File: config.mk
export PLATFORM = sky130hd
export DESIGN_NAME = bus_breakpoint_tracer_unit_flat
export DESIGN_NICKNAME = d
export VERILOG_FILES = /design/src/design/bbt_pkg.sv /design/src/design/bbt_bus_if.sv /design/src/design/bbt_rec_if.sv /design/src/design/bbt_cfg_if.sv /design/src/design/bus_breakpoint_tracer_unit.sv /design/src/design/bbt_fifo.sv /design/src/design/bbt_front.sv /design/src/design/bbt_back.sv /design/src/flat_wrapper.sv
export SDC_FILE = /design/constraint.sdc
export NUM_CORES = 1
export LEC_CHECK = 0
export ABC_AREA = 1
export BUFFER_PORTS_ARGS = -buffer_cell sky130_fd_sc_hd__buf_2
export CORE_ASPECT_RATIO = 0.5
export CORE_MARGIN = 1
export CORE_UTILIZATION = 41
export DETAILED_ROUTE_END_ITERATION = 7
export GPL_TIMING_DRIVEN = 0
export MAX_ROUTING_LAYER = met4
export PLACE_DENSITY = 0.56
export SETUP_SLACK_MARGIN = 0.1
export SYNTH_ARGS = -nofsm -noshare
export SYNTH_HDL_FRONTEND = slang
export SYNTH_SLANG_ARGS = --single-unit
File: constraint.sdc
create_clock -name clk -period 6.1 [get_ports clk]
set_input_delay 0.61 -clock clk [delete_from_list [all_inputs] [get_ports clk]]
set_output_delay 0.61 -clock clk [all_outputs]
set_load 0.1 [all_outputs]
File: src/design/bbt_pkg.sv
package bbt_pkg;

  localparam int CfgIdxW  = 3;
  localparam int CfgDataW = 16;
  localparam int QDepth   = 4;
  localparam int QPtrW    = $clog2(QDepth);
  localparam int QCntW    = $clog2(QDepth + 1);

  localparam logic [CfgIdxW-1:0] RegBreakAddress     = 3'd0;
  localparam logic [CfgIdxW-1:0] RegMatchAny         = 3'd1;
  localparam logic [CfgIdxW-1:0] RegCheckDirection   = 3'd2;
  localparam logic [CfgIdxW-1:0] RegExpectedDirection = 3'd3;
  localparam logic [CfgIdxW-1:0] RegCheckData        = 3'd4;
  localparam logic [CfgIdxW-1:0] RegExpectedData     = 3'd5;
  localparam logic [CfgIdxW-1:0] RegQuietMode        = 3'd6;

  localparam logic KindTrace = 1'b0;
  localparam logic KindBreak = 1'b1;

  localparam logic [7:0] TraceFlagBase = 8'h80;

  // One classified bus cycle, waiting for the back end.
  typedef struct packed {
    logic        trace;
    logic        brk;
    logic [7:0]  flags;
    logic [7:0]  data;
    logic [15:0] addr;
  } bbt_entry_t;

endpackage

File: src/design/bbt_bus_if.sv
interface bbt_bus_if;
  logic        valid;
  logic        ready;
  logic [15:0] bus_address;
  logic [7:0]  bus_data;
  logic        read_line;
  logic        program_valid;
  logic        data_valid;

  modport source (output valid, bus_address, bus_data, read_line, program_valid,
                  data_valid, input ready);
  modport sink (input valid, bus_address, bus_data, read_line, program_valid,
                data_valid, output ready);
endinterface

File: src/design/bbt_rec_if.sv
interface bbt_rec_if;
  logic        valid;
  logic        ready;
  logic        record_kind;
  logic [7:0]  flag_byte;
  logic [7:0]  seen_data;
  logic [15:0] seen_address;
  logic        is_last;

  modport source (output valid, record_kind, flag_byte, seen_data, seen_address,
                  is_last, input ready);
  modport sink (input valid, record_kind, flag_byte, seen_data, seen_address,
                is_last, output ready);
endinterface

File: src/design/bbt_cfg_if.sv
interface bbt_cfg_if;
  import bbt_pkg::*;
  logic                valid;
  logic                ready;
  logic [CfgIdxW-1:0]  index;
  logic [CfgDataW-1:0] data;

  modport source (output valid, index, data, input ready);
  modport sink (input valid, index, data, output ready);
endinterface

File: src/design/bus_breakpoint_tracer_unit.sv
// Bus breakpoint tracer.
// bus: one watched processor bus cycle per transfer (address, data, read line,
//   program and data strobes). A cycle with neither strobe set is dropped.
// rec: trace and break records. A traced cycle gives a trace record; a break
//   gives a break record with zero payload, after the trace record of the same
//   cycle. is_last marks the final record of one bus cycle.
// cfg: register writes (index 0..6); any write to a listed register clears
//   the halt. cfg.ready is always high; indexes past the list are ignored.
// Throughput: one bus cycle per clock while the queue has room; a cycle giving
//   two records sends them on the record port one after the other.
//   Classification feeds a 4-entry queue, the output stage drains it into a
//   record register.
// After a break, bus transfers are still taken but dropped until a write to a listed register.
// When rec stalls, the queue fills and bus.ready drops after four entries.
// Reset clears all registers to zero, the halt, the queue and the record stage.
module bus_breakpoint_tracer_unit (
  input  logic    clk,
  input  logic    rst,
  bbt_bus_if.sink bus,
  bbt_cfg_if.sink cfg,
  bbt_rec_if.source rec
);
  import bbt_pkg::*;

  logic       q_push;
  logic       q_full;
  logic       q_pop;
  logic       q_empty;
  bbt_entry_t q_in;
  bbt_entry_t q_out;

  bbt_front u_front (
    .clk    (clk),
    .rst    (rst),
    .bus    (bus),
    .cfg    (cfg),
    .q_full (q_full),
    .q_push (q_push),
    .q_data (q_in)
  );

  bbt_fifo u_fifo (
    .clk       (clk),
    .rst       (rst),
    .push      (q_push),
    .push_data (q_in),
    .full      (q_full),
    .pop       (q_pop),
    .pop_data  (q_out),
    .empty     (q_empty)
  );

  bbt_back u_back (
    .clk     (clk),
    .rst     (rst),
    .q_empty (q_empty),
    .q_data  (q_out),
    .q_pop   (q_pop),
    .rec     (rec)
  );
endmodule

File: src/design/bbt_fifo.sv
module bbt_fifo (
  input  logic               clk,
  input  logic               rst,
  input  logic               push,
  input  bbt_pkg::bbt_entry_t push_data,
  output logic               full,
  input  logic               pop,
  output bbt_pkg::bbt_entry_t pop_data,
  output logic               empty
);
  import bbt_pkg::*;

  bbt_entry_t       slots [QDepth];
  logic [QPtrW-1:0] wr_ptr;
  logic [QPtrW-1:0] rd_ptr;
  logic [QCntW-1:0] count;
  logic             do_push;
  logic             do_pop;

  assign full     = (count == QCntW'(QDepth));
  assign empty    = (count == '0);
  assign do_push  = push && !full;
  assign do_pop   = pop && !empty;
  assign pop_data = slots[rd_ptr];

  always_ff @(posedge clk) begin
    if (rst) begin
      wr_ptr <= '0;
      rd_ptr <= '0;
      count  <= '0;
    end else begin
      if (do_push) begin
        wr_ptr <= (wr_ptr == QPtrW'(QDepth - 1)) ? '0 : wr_ptr + 1'b1;
      end
      if (do_pop) begin
        rd_ptr <= (rd_ptr == QPtrW'(QDepth - 1)) ? '0 : rd_ptr + 1'b1;
      end
      if (do_push && !do_pop) begin
        count <= count + 1'b1;
      end else if (do_pop && !do_push) begin
        count <= count - 1'b1;
      end
    end
  end

  always_ff @(posedge clk) begin
    if (do_push) begin
      slots[wr_ptr] <= push_data;
    end
  end
endmodule

File: src/design/bbt_front.sv
module bbt_front (
  input  logic                clk,
  input  logic                rst,
  bbt_bus_if.sink             bus,
  bbt_cfg_if.sink             cfg,
  input  logic                q_full,
  output logic                q_push,
  output bbt_pkg::bbt_entry_t q_data
);
  import bbt_pkg::*;

  logic [15:0] break_address;
  logic        match_any;
  logic        check_direction;
  logic        expected_direction;
  logic        check_data;
  logic [7:0]  expected_data;
  logic        quiet_mode;
  logic        halted;

  logic        accept;
  logic        live;
  logic        fire;
  logic        cfg_hit;
  logic        data_ok;
  logic        dir_ok;

  assign bus.ready = !q_full;
  assign cfg.ready = 1'b1;

  assign accept  = bus.valid && bus.ready;
  assign live    = accept && !halted && (bus.program_valid || bus.data_valid);
  assign data_ok = !check_data || (bus.bus_data == expected_data);
  assign dir_ok  = !check_direction || (bus.read_line == expected_direction);
  assign fire    = (bus.bus_address == break_address) && (match_any || (data_ok && dir_ok));

  assign q_push       = live && (!quiet_mode || fire);
  assign q_data.trace = !quiet_mode;
  assign q_data.brk   = fire;
  assign q_data.flags = TraceFlagBase | {5'b0, bus.program_valid, bus.data_valid,
                                         bus.read_line};
  assign q_data.data  = bus.bus_data;
  assign q_data.addr  = bus.bus_address;

  always_comb begin
    case (cfg.index)
      RegBreakAddress, RegMatchAny, RegCheckDirection, RegExpectedDirection,
      RegCheckData, RegExpectedData, RegQuietMode: cfg_hit = cfg.valid;
      default: cfg_hit = 1'b0;
    endcase
  end

  always_ff @(posedge clk) begin
    if (rst) begin
      break_address      <= '0;
      match_any          <= 1'b0;
      check_direction    <= 1'b0;
      expected_direction <= 1'b0;
      check_data         <= 1'b0;
      expected_data      <= '0;
      quiet_mode         <= 1'b0;
    end else if (cfg.valid && cfg.ready) begin
      case (cfg.index)
        RegBreakAddress:      break_address      <= cfg.data;
        RegMatchAny:          match_any          <= cfg.data[0];
        RegCheckDirection:    check_direction    <= cfg.data[0];
        RegExpectedDirection: expected_direction <= cfg.data[0];
        RegCheckData:         check_data         <= cfg.data[0];
        RegExpectedData:      expected_data      <= cfg.data[7:0];
        RegQuietMode:         quiet_mode         <= cfg.data[0];
        default: ;
      endcase
    end
  end

  // halt is set as the break is classified, so the very next item is dropped; cfg_hit wins
  always_ff @(posedge clk) begin
    if (rst) begin
      halted <= 1'b0;
    end else if (cfg_hit) begin
      halted <= 1'b0;
    end else if (live && fire) begin
      halted <= 1'b1;
    end
  end
endmodule

File: src/design/bbt_back.sv
module bbt_back (
  input  logic                clk,
  input  logic                rst,
  input  logic                q_empty,
  input  bbt_pkg::bbt_entry_t q_data,
  output logic                q_pop,
  bbt_rec_if.source           rec
);
  import bbt_pkg::*;

  logic        out_valid;
  logic        kind;
  logic [7:0]  flags;
  logic [7:0]  data;
  logic [15:0] addr;
  logic        last;
  logic        pend_brk;
  logic        can_load;

  assign can_load = !out_valid || rec.ready;
  assign q_pop    = can_load && !pend_brk && !q_empty;

  assign rec.valid        = out_valid;
  assign rec.record_kind  = kind;
  assign rec.flag_byte    = flags;
  assign rec.seen_data    = data;
  assign rec.seen_address = addr;
  assign rec.is_last      = last;

  always_ff @(posedge clk) begin
    if (rst) begin
      out_valid <= 1'b0;
      pend_brk  <= 1'b0;
    end else if (can_load) begin
      if (pend_brk) begin
        out_valid <= 1'b1;
        pend_brk  <= 1'b0;
      end else if (!q_empty) begin
        out_valid <= 1'b1;
        pend_brk  <= q_data.trace && q_data.brk;
      end else begin
        out_valid <= 1'b0;
      end
    end
  end

  // a queued entry always carries a trace record, a break, or both
  always_ff @(posedge clk) begin
    if (can_load) begin
      if (pend_brk || (!q_empty && !q_data.trace)) begin
        kind  <= KindBreak;
        flags <= '0;
        data  <= '0;
        addr  <= '0;
        last  <= 1'b1;
      end else if (!q_empty) begin
        kind  <= KindTrace;
        flags <= q_data.flags;
        data  <= q_data.data;
        addr  <= q_data.addr;
        last  <= !q_data.brk;
      end
    end
  end
endmodule

File: src/flat_wrapper.sv
// flat-port wrapper written by rule: the top's interface ports become plain ports
module bus_breakpoint_tracer_unit_flat import bbt_pkg::*;
  (clk, rst, bus_valid, bus_bus_address, bus_bus_data, bus_read_line, bus_program_valid, bus_data_valid, bus_ready, cfg_valid, cfg_index, cfg_data, cfg_ready, rec_valid, rec_record_kind, rec_flag_byte, rec_seen_data, rec_seen_address, rec_is_last, rec_ready);
  bbt_bus_if bus_i ();
  bbt_cfg_if cfg_i ();
  bbt_rec_if rec_i ();
  input  logic clk;
  input  logic rst;
  input wire logic [$bits(bus_i.valid)-1:0] bus_valid;
  input wire logic [$bits(bus_i.bus_address)-1:0] bus_bus_address;
  input wire logic [$bits(bus_i.bus_data)-1:0] bus_bus_data;
  input wire logic [$bits(bus_i.read_line)-1:0] bus_read_line;
  input wire logic [$bits(bus_i.program_valid)-1:0] bus_program_valid;
  input wire logic [$bits(bus_i.data_valid)-1:0] bus_data_valid;
  output wire logic [$bits(bus_i.ready)-1:0] bus_ready;
  input wire logic [$bits(cfg_i.valid)-1:0] cfg_valid;
  input wire logic [$bits(cfg_i.index)-1:0] cfg_index;
  input wire logic [$bits(cfg_i.data)-1:0] cfg_data;
  output wire logic [$bits(cfg_i.ready)-1:0] cfg_ready;
  output wire logic [$bits(rec_i.valid)-1:0] rec_valid;
  output wire logic [$bits(rec_i.record_kind)-1:0] rec_record_kind;
  output wire logic [$bits(rec_i.flag_byte)-1:0] rec_flag_byte;
  output wire logic [$bits(rec_i.seen_data)-1:0] rec_seen_data;
  output wire logic [$bits(rec_i.seen_address)-1:0] rec_seen_address;
  output wire logic [$bits(rec_i.is_last)-1:0] rec_is_last;
  input wire logic [$bits(rec_i.ready)-1:0] rec_ready;
  assign bus_i.valid = bus_valid;
  assign bus_i.bus_address = bus_bus_address;
  assign bus_i.bus_data = bus_bus_data;
  assign bus_i.read_line = bus_read_line;
  assign bus_i.program_valid = bus_program_valid;
  assign bus_i.data_valid = bus_data_valid;
  assign bus_ready = bus_i.ready;
  assign cfg_i.valid = cfg_valid;
  assign cfg_i.index = cfg_index;
  assign cfg_i.data = cfg_data;
  assign cfg_ready = cfg_i.ready;
  assign rec_valid = rec_i.valid;
  assign rec_record_kind = rec_i.record_kind;
  assign rec_flag_byte = rec_i.flag_byte;
  assign rec_seen_data = rec_i.seen_data;
  assign rec_seen_address = rec_i.seen_address;
  assign rec_is_last = rec_i.is_last;
  assign rec_i.ready = rec_ready;
  bus_breakpoint_tracer_unit u_core (.clk(clk), .rst(rst), .bus(bus_i), .cfg(cfg_i), .rec(rec_i));
endmodule
; Yosys cells after proc, flatten, opt, wreduce, memory -nomap -nowiden
; Memories as Yosys holds them, arrays and structs flattened. A register that Yosys moved wholly into a read port is not among the register bits.
; Cells that the tools add are included.
[word_totals]
ff_bits = 73
latch_bits = 0
mem_bits_rw = 116
rom_bits = 0
inputBits = 51
mem_count = 1
[classes]
addsub = 4
n_mul = 0
div = 0
order_cmp = 0
eq_ne = 13
shift = 0
n_mux = 18
n_bitwise = 0
n_reduce_logical = 47
[memory_table]
columns = name, words, width, rd, rd_ports_with_merged_regs, wr, line_no
row1 = u_core.u_fifo.slots, 4, 29, 1, 1, 1, bbt_fifo.sv:13  ; bbt_entry_t slots [QDepth];
[ops]
columns = cell, count
row1 = 16-bit == test, 1
row2 = 16-bit two-way mux, 1
row3 = 8-bit two-way mux, 2
row4 = 2-bit AND reduction, 8
row5 = 1-bit logical AND, 15
row6 = 3-bit == test (second input constant), 4
row7 = 1-bit logical NOT, 12
row8 = 1-bit two-way mux, 9
row9 = 8-bit == test, 1
row10 = 2-bit two-way mux, 4
row11 = 1-bit logical OR, 7
row12 = 7-bit OR reduction, 1
row13 = 3-bit by 2-bit == test with 1-bit output (second input constant), 2
row14 = 3-bit logical NOT, 2
row15 = 3-bit two-way mux, 2
row16 = 2-bit by 1-bit adder with 2-bit output (second input constant), 2
row17 = 2-bit == test (second input constant), 2
row18 = 3-bit by 1-bit adder with 3-bit output (second input constant), 1
row19 = 3-bit by 1-bit == test with 1-bit output (second input constant), 1
row20 = 3-bit by 1-bit subtractor with 3-bit output (second input constant), 1
row21 = 2-bit by 1-bit inequality test with 1-bit output (second input constant), 1
row22 = 2-bit nonzero test, 1
row23 = 2-bit OR reduction, 1
row24 = 1-bit == test, 1

; Depth between registers and ports, before layout
[logic_depth]
word_depth = 12
ltp_mapped = 18

; Hierarchy
; Synthesis repeated with hierarchy kept, for this count alone.
[unflattened]
cells_unflattened = 783
hier_area_um2 = 9054.9
[by_module_without_submodules]
columns = module, n_inst, cells_per_inst, area_each_um2, seq_area_each_um2
row1 = bbt_fifo, 1, 400, 5749.3, 4264.1
row2 = bbt_front, 1, 263, 1880.6, 600.6
row3 = bbt_back, 1, 120, 1425.1, 1061.0

; Worst setup path after synthesis
; OpenSTA, ideal clock, no wires.
[synth_timing]
kind = in2reg
from = in bus_bus_address[13]
to = mem u_core.u_fifo.slots[0][0] (netlist name), enable pin
setup_time_ps = 415
t_arrival_ps = 2613
slack_ps = 3071
path_stages = 9
n_path_buf = 0
path_cell_list = xnor2_1 > nand3_1 > nor2_1 > nand3_1 > nor2_1 > nand3_2 > nand2_1 > inv_2 > nor2_1
[synth_between]
elab_chain_cells = 7
[synth_rtl]
columns = item, line_no
row1 = from (decl), flat_wrapper.sv:10  ; input wire logic [$bits(bus_i.bus_address)-1:0] bus_bus_address;
row2 = 16-bit == test, bbt_front.sv:35  ; assign fire = (bus.bus_address == break_address) && (match_any || (data_ok && dir_ok));
row3 = 1-bit logical AND, bbt_front.sv:35
row4 = 1-bit logical OR, bbt_front.sv:37  ; assign q_push = live && (!quiet_mode || fire);
row5 = 1-bit logical AND, bbt_front.sv:37
row6 = 1-bit logical AND, bbt_fifo.sv:22  ; assign do_push = push && !full;
row7 = named net u_core.u_fifo.do_push, bbt_fifo.sv:17  ; logic do_push;
row8 = 1-bit two-way mux, bbt_fifo.sv:47  ; if (do_push) begin
row9 = 1-bit two-way mux (not written as such), bbt_fifo.sv:48  ; slots[wr_ptr] <= push_data;
row10 = to (decl), bbt_fifo.sv:13
; The timed path passes the listed nets, and every way through them passes these cells.

; Worst setup path after layout
[layout_timing]
from = reg u_core.u_front.break_address[13]
to = reg u_core.u_fifo.count[2]
[layout_between]
elab_chain_cells = 8
elab_cells_between_ends = 10
[layout_rtl]
columns = item, line_no
row1 = from (decl), bbt_front.sv:12  ; logic [15:0] break_address;
row2 = from (signal assigned), bbt_front.sv:64  ; RegBreakAddress: break_address <= cfg.data;
row3 = 16-bit == test *, bbt_front.sv:35
row4 = 1-bit logical AND *, bbt_front.sv:35
row5 = 1-bit logical OR *, bbt_front.sv:37
row6 = 1-bit logical AND *, bbt_front.sv:37
row7 = 1-bit logical AND *, bbt_fifo.sv:22
row8 = named net u_core.u_fifo.do_push, bbt_fifo.sv:17
row9 = 1-bit logical NOT, bbt_fifo.sv:40  ; end else if (do_pop && !do_push) begin
row10 = 1-bit logical AND, bbt_fifo.sv:40
row11 = 2-bit nonzero test (no source line), --
row12 = to (signal assigned), bbt_fifo.sv:39  ; count <= count + 1'b1;
row13 = to (signal assigned), bbt_fifo.sv:41  ; count <= count - 1'b1;
row14 = to (decl), bbt_fifo.sv:16  ; logic [QCntW-1:0] count;
; The timed path passes the listed nets; every way through them passes the cells marked *.
; A chain may end at the register's enable or synchronous reset.

==> flow_summary.yaml <==
timing:
  setup-tns-final_ns: 0
  period_needed_ns: 2.65
  setup_viol: 0
  tightest_slew_ns: 0.646
  slew_violations: 0
  timing.fmax_mhz: 377
  relSlewSlack: 0.569
  hold_viol: 0
  min_period_over_period: 0.435
  rsz0062_at_grt: "no"
  finClkSkew_ns: 0.0146
  fin_ws_ns: 3.45
worst_setup_path:
  r2r_end: "u_core.u_fifo.count[2]$_SDFFE_PP0P_"
  worstPathCellList: "xnor2_1, nand3_1, nor2_1, nand3_1, nor2_1, nand3_2, nand2_1, ha_1, inv_1, fa_1, a21oi_1, o21ai_0, o21ai_0, a21oi_1"
  rrSetupSlack_ns: 3.45
  reg2regPathDepth: 14
  cp.required_ns: 6.42
  cp_max_fo: 6
  cp-end-kind: "flip-flop"
  worstSetupEndpoint: "u_core.u_fifo.count[2]$_SDFFE_PP0P_"
  critical_path_class: "reg -> reg"
  crit_start: "u_core.u_front.break_address[13]$_SDFFE_PP0P_"
  slowest_delay_ns: 0.43
  crit_buf_inv: 1
  r2r-start: "u_core.u_front.break_address[13]$_SDFFE_PP0P_"
  start_kind: "flip-flop"
  crit_arrival_ns: 2.97
  crit_cells: 14
  critPathTopFamily: "simple AND/OR/NAND/NOR gates"
  crit_slowest_cell: "fa_1"
cts:
  clk_latency_ns: 0.43
  ctsHtreeMaxLevel: 4
  root_buffer: "clkbuf_16"
  numCtsBuffers: 17
  cts-hold-fix-buffers: 0
  cts.sinks: 187
  cts_resized: 0
  clockBufferDepth: 2
  clk_pin_slew_ns: 0.08
  post-cts-setup-buffers: 0
  cts_tree: "yes"
die:
  die_area_um2: 19000
  num_rows: 34
  dieHeight_um: 98.1
  ioPinCount: 88
  die_width_um: 194
  initial_core_util: 0.427
  core_um2: 17700
layout:
  antenna_cells: 0
  area_growth_pct: 19.0
  nNetsFinal: 839
  n_fill_cell: 1577
  drive_gt1_frac: 0.214
min_path:
  min_path_type: "in -> reg"
global_routing:
  grt_overflow_total: 0
  grt_pass1_vias: 4857
  grt.total_usage: 0.194
  grt_max_degree: 31
  grt_pass1_wl_um: 26700
  antenna_found_initial: 0
detailed_routing:
  dr.pass1.iters: 5
  wl_per_cell_um: 16.3
  drt_wl_total_um: 16800
  vias: 5007
  drc: 0
  drtIter0Drc: 377
  vias_per_cell: 4.87
  ant_nets: 0
synthesis:
  synth_top_cells_by_count: "nor2_1, edfxtp_1, o21ai_0"
  yosysMostFrequentCell: "nor2_1"
  ys_types: 33
  syn_area_um2: 7560
  async_reset_ff_frac: 0
  synth-edff-count: 146
  avgSynthCellArea_um2: 11.2
  synth_seq_cells: 187
  yosys.area.top_type: "edfxtp_1"
  yosysWarnings: 0
  synth_seq_area_share: 0.688
  yosys-top-cells-area: "edfxtp_1, dfxtp_1, nor2_1, o21ai_0, inv_1"
  postSynthCellCount: 673
  yosys_most_used_dff: "edfxtp_1"
  yosysTopAreaCellShare: 0.580
placement:
  gp_congestion: 0.786
  dp_slack_ns: 3.04
  hpwl_um: 11600
  numPortBuffers: 81
power:
  ir_worst_vdd_v: 0.000278
  power_density_nw_per_um2: 522
  finalPower_mw: 4.70
  power.leakage_nw: 3.42
status:
  status: "complete, no violations"
run:
  max-cap-violations: 0
-- metrics by stage --
stage	std cells	instance area (um2)	hold WS [ns]	utilization
final	1028	9000	0.418	0.509
after global routing	1028	9000	0.409	0.509
after CTS	1027	8980	0.411	0.507
after detailed placement	995	8400	0.455	0.475
after global placement	991	8270	0.454	0.468
after floorplan	676	7580	0.434	-
-- cell usage in the layout, fill, tap and decap left out, types with 4 or more instances in the layout --
cell,n
dfxtp_1,41
nand2_1,37
inv_6,4
conb_1,5
nor2_4,4
a21oi_1,30
buf_4,5
xnor2_1,9
o21ai_0,93
buf_2,92
a21oi_2,19
edfxtp_1,146
nand3_1,12
xor2_1,8
ha_1,6
nor2_1,168
inv_1,44
inv_8,4
clkbuf_1,13
clkbuf_16,17
-- flip-flops by register name, summed over array words and instances, names as in the netlist, 2 cells and up, named ones only --
signal and cells:
u_core.u_back.rec.flag_byte 4, u_core.u_back.rec.seen_address 16, u_core.u_back.rec.seen_data 8, u_core.u_fifo.count 3, u_core.u_fifo.rd_ptr 2, u_core.u_fifo.slots 116, u_core.u_fifo.wr_ptr 2, u_core.u_front.break_address 16
u_core.u_front.expected_data 8
-- where the power goes --
group	internal (mW)	switching, mW	total (mW)
logic	0.386	1.50	1.89
clock network	0.582	0.522	1.10
registers	1.65	0.0593	1.71
-- cell families (layout without fill, tap and decap cells) --
logic type,Yosys count,after routing,synth area share
buffers and inverters,81,199,0.0478
AND/OR/NAND/NOR,231,231,0.121
flip-flops,187,187,0.688
other,2,5,0.000993
XOR/XNOR,17,17,0.0197
AO/OA/AOI/OAI,148,148,0.110
adder cells (fa/ha/maj),7,7,0.0126
-- worst min path at each step --
stage	startpoint	depth (start not counted)	endpoint
after global routing	bus_bus_address[10]	1	u_core.u_fifo.slots[1][10]$_DFFE_PP_
after CTS	bus_bus_data[7]	1	u_core.u_fifo.slots[0][23]$_DFFE_PP_
after floorplan	u_core.u_front.halted$_SDFFE_PP0P_	2	u_core.u_front.halted$_SDFFE_PP0P_
final	bus_bus_data[7]	1	u_core.u_fifo.slots[2][23]$_DFFE_PP_
after global placement	u_core.u_front.expected_data[3]$_SDFFE_PP0P_	2	u_core.u_front.expected_data[3]$_SDFFE_PP0P_
after detailed placement	u_core.u_front.halted$_SDFFE_PP0P_	2	u_core.u_front.halted$_SDFFE_PP0P_
-- routing by layer --
layer | share of wire | up-vias | global-route usage
li1 | - | 2492 | -
met1 | 0.51 | 2396 | 0.271
met2 | 0.45 | 110 | 0.292
met3 | 0.041 | 9 | 0.0401
met4 | 0.0063 | 0 | 0.0446
met5 | 0 | - | -
-- worst register-to-register path, delay by kind of cell, from the launching register on --
kind            cells  cell delay, ns
compound gates      4            0.49
flops               1            0.32
simple gates        6            0.93
xor+xnor            1            0.15
buf+inv             1            0.07
fa+ha+maj           2            0.59
-- layout make-up --
cell class	count	area, um2	share of cell area
Multi-Input combinational cell	408	2040	0.227
Buffer	33	179	0.0199
Sequential cell	187	5200	0.578
Timing Repair Buffer	86	520	0.0578
Inverter	48	183	0.0203
Clock buffer	18	429	0.0477
Clock inverter	14	151	0.0168
Tap cell	234	293	0.0325
Power figures use the tool's default switching activity.
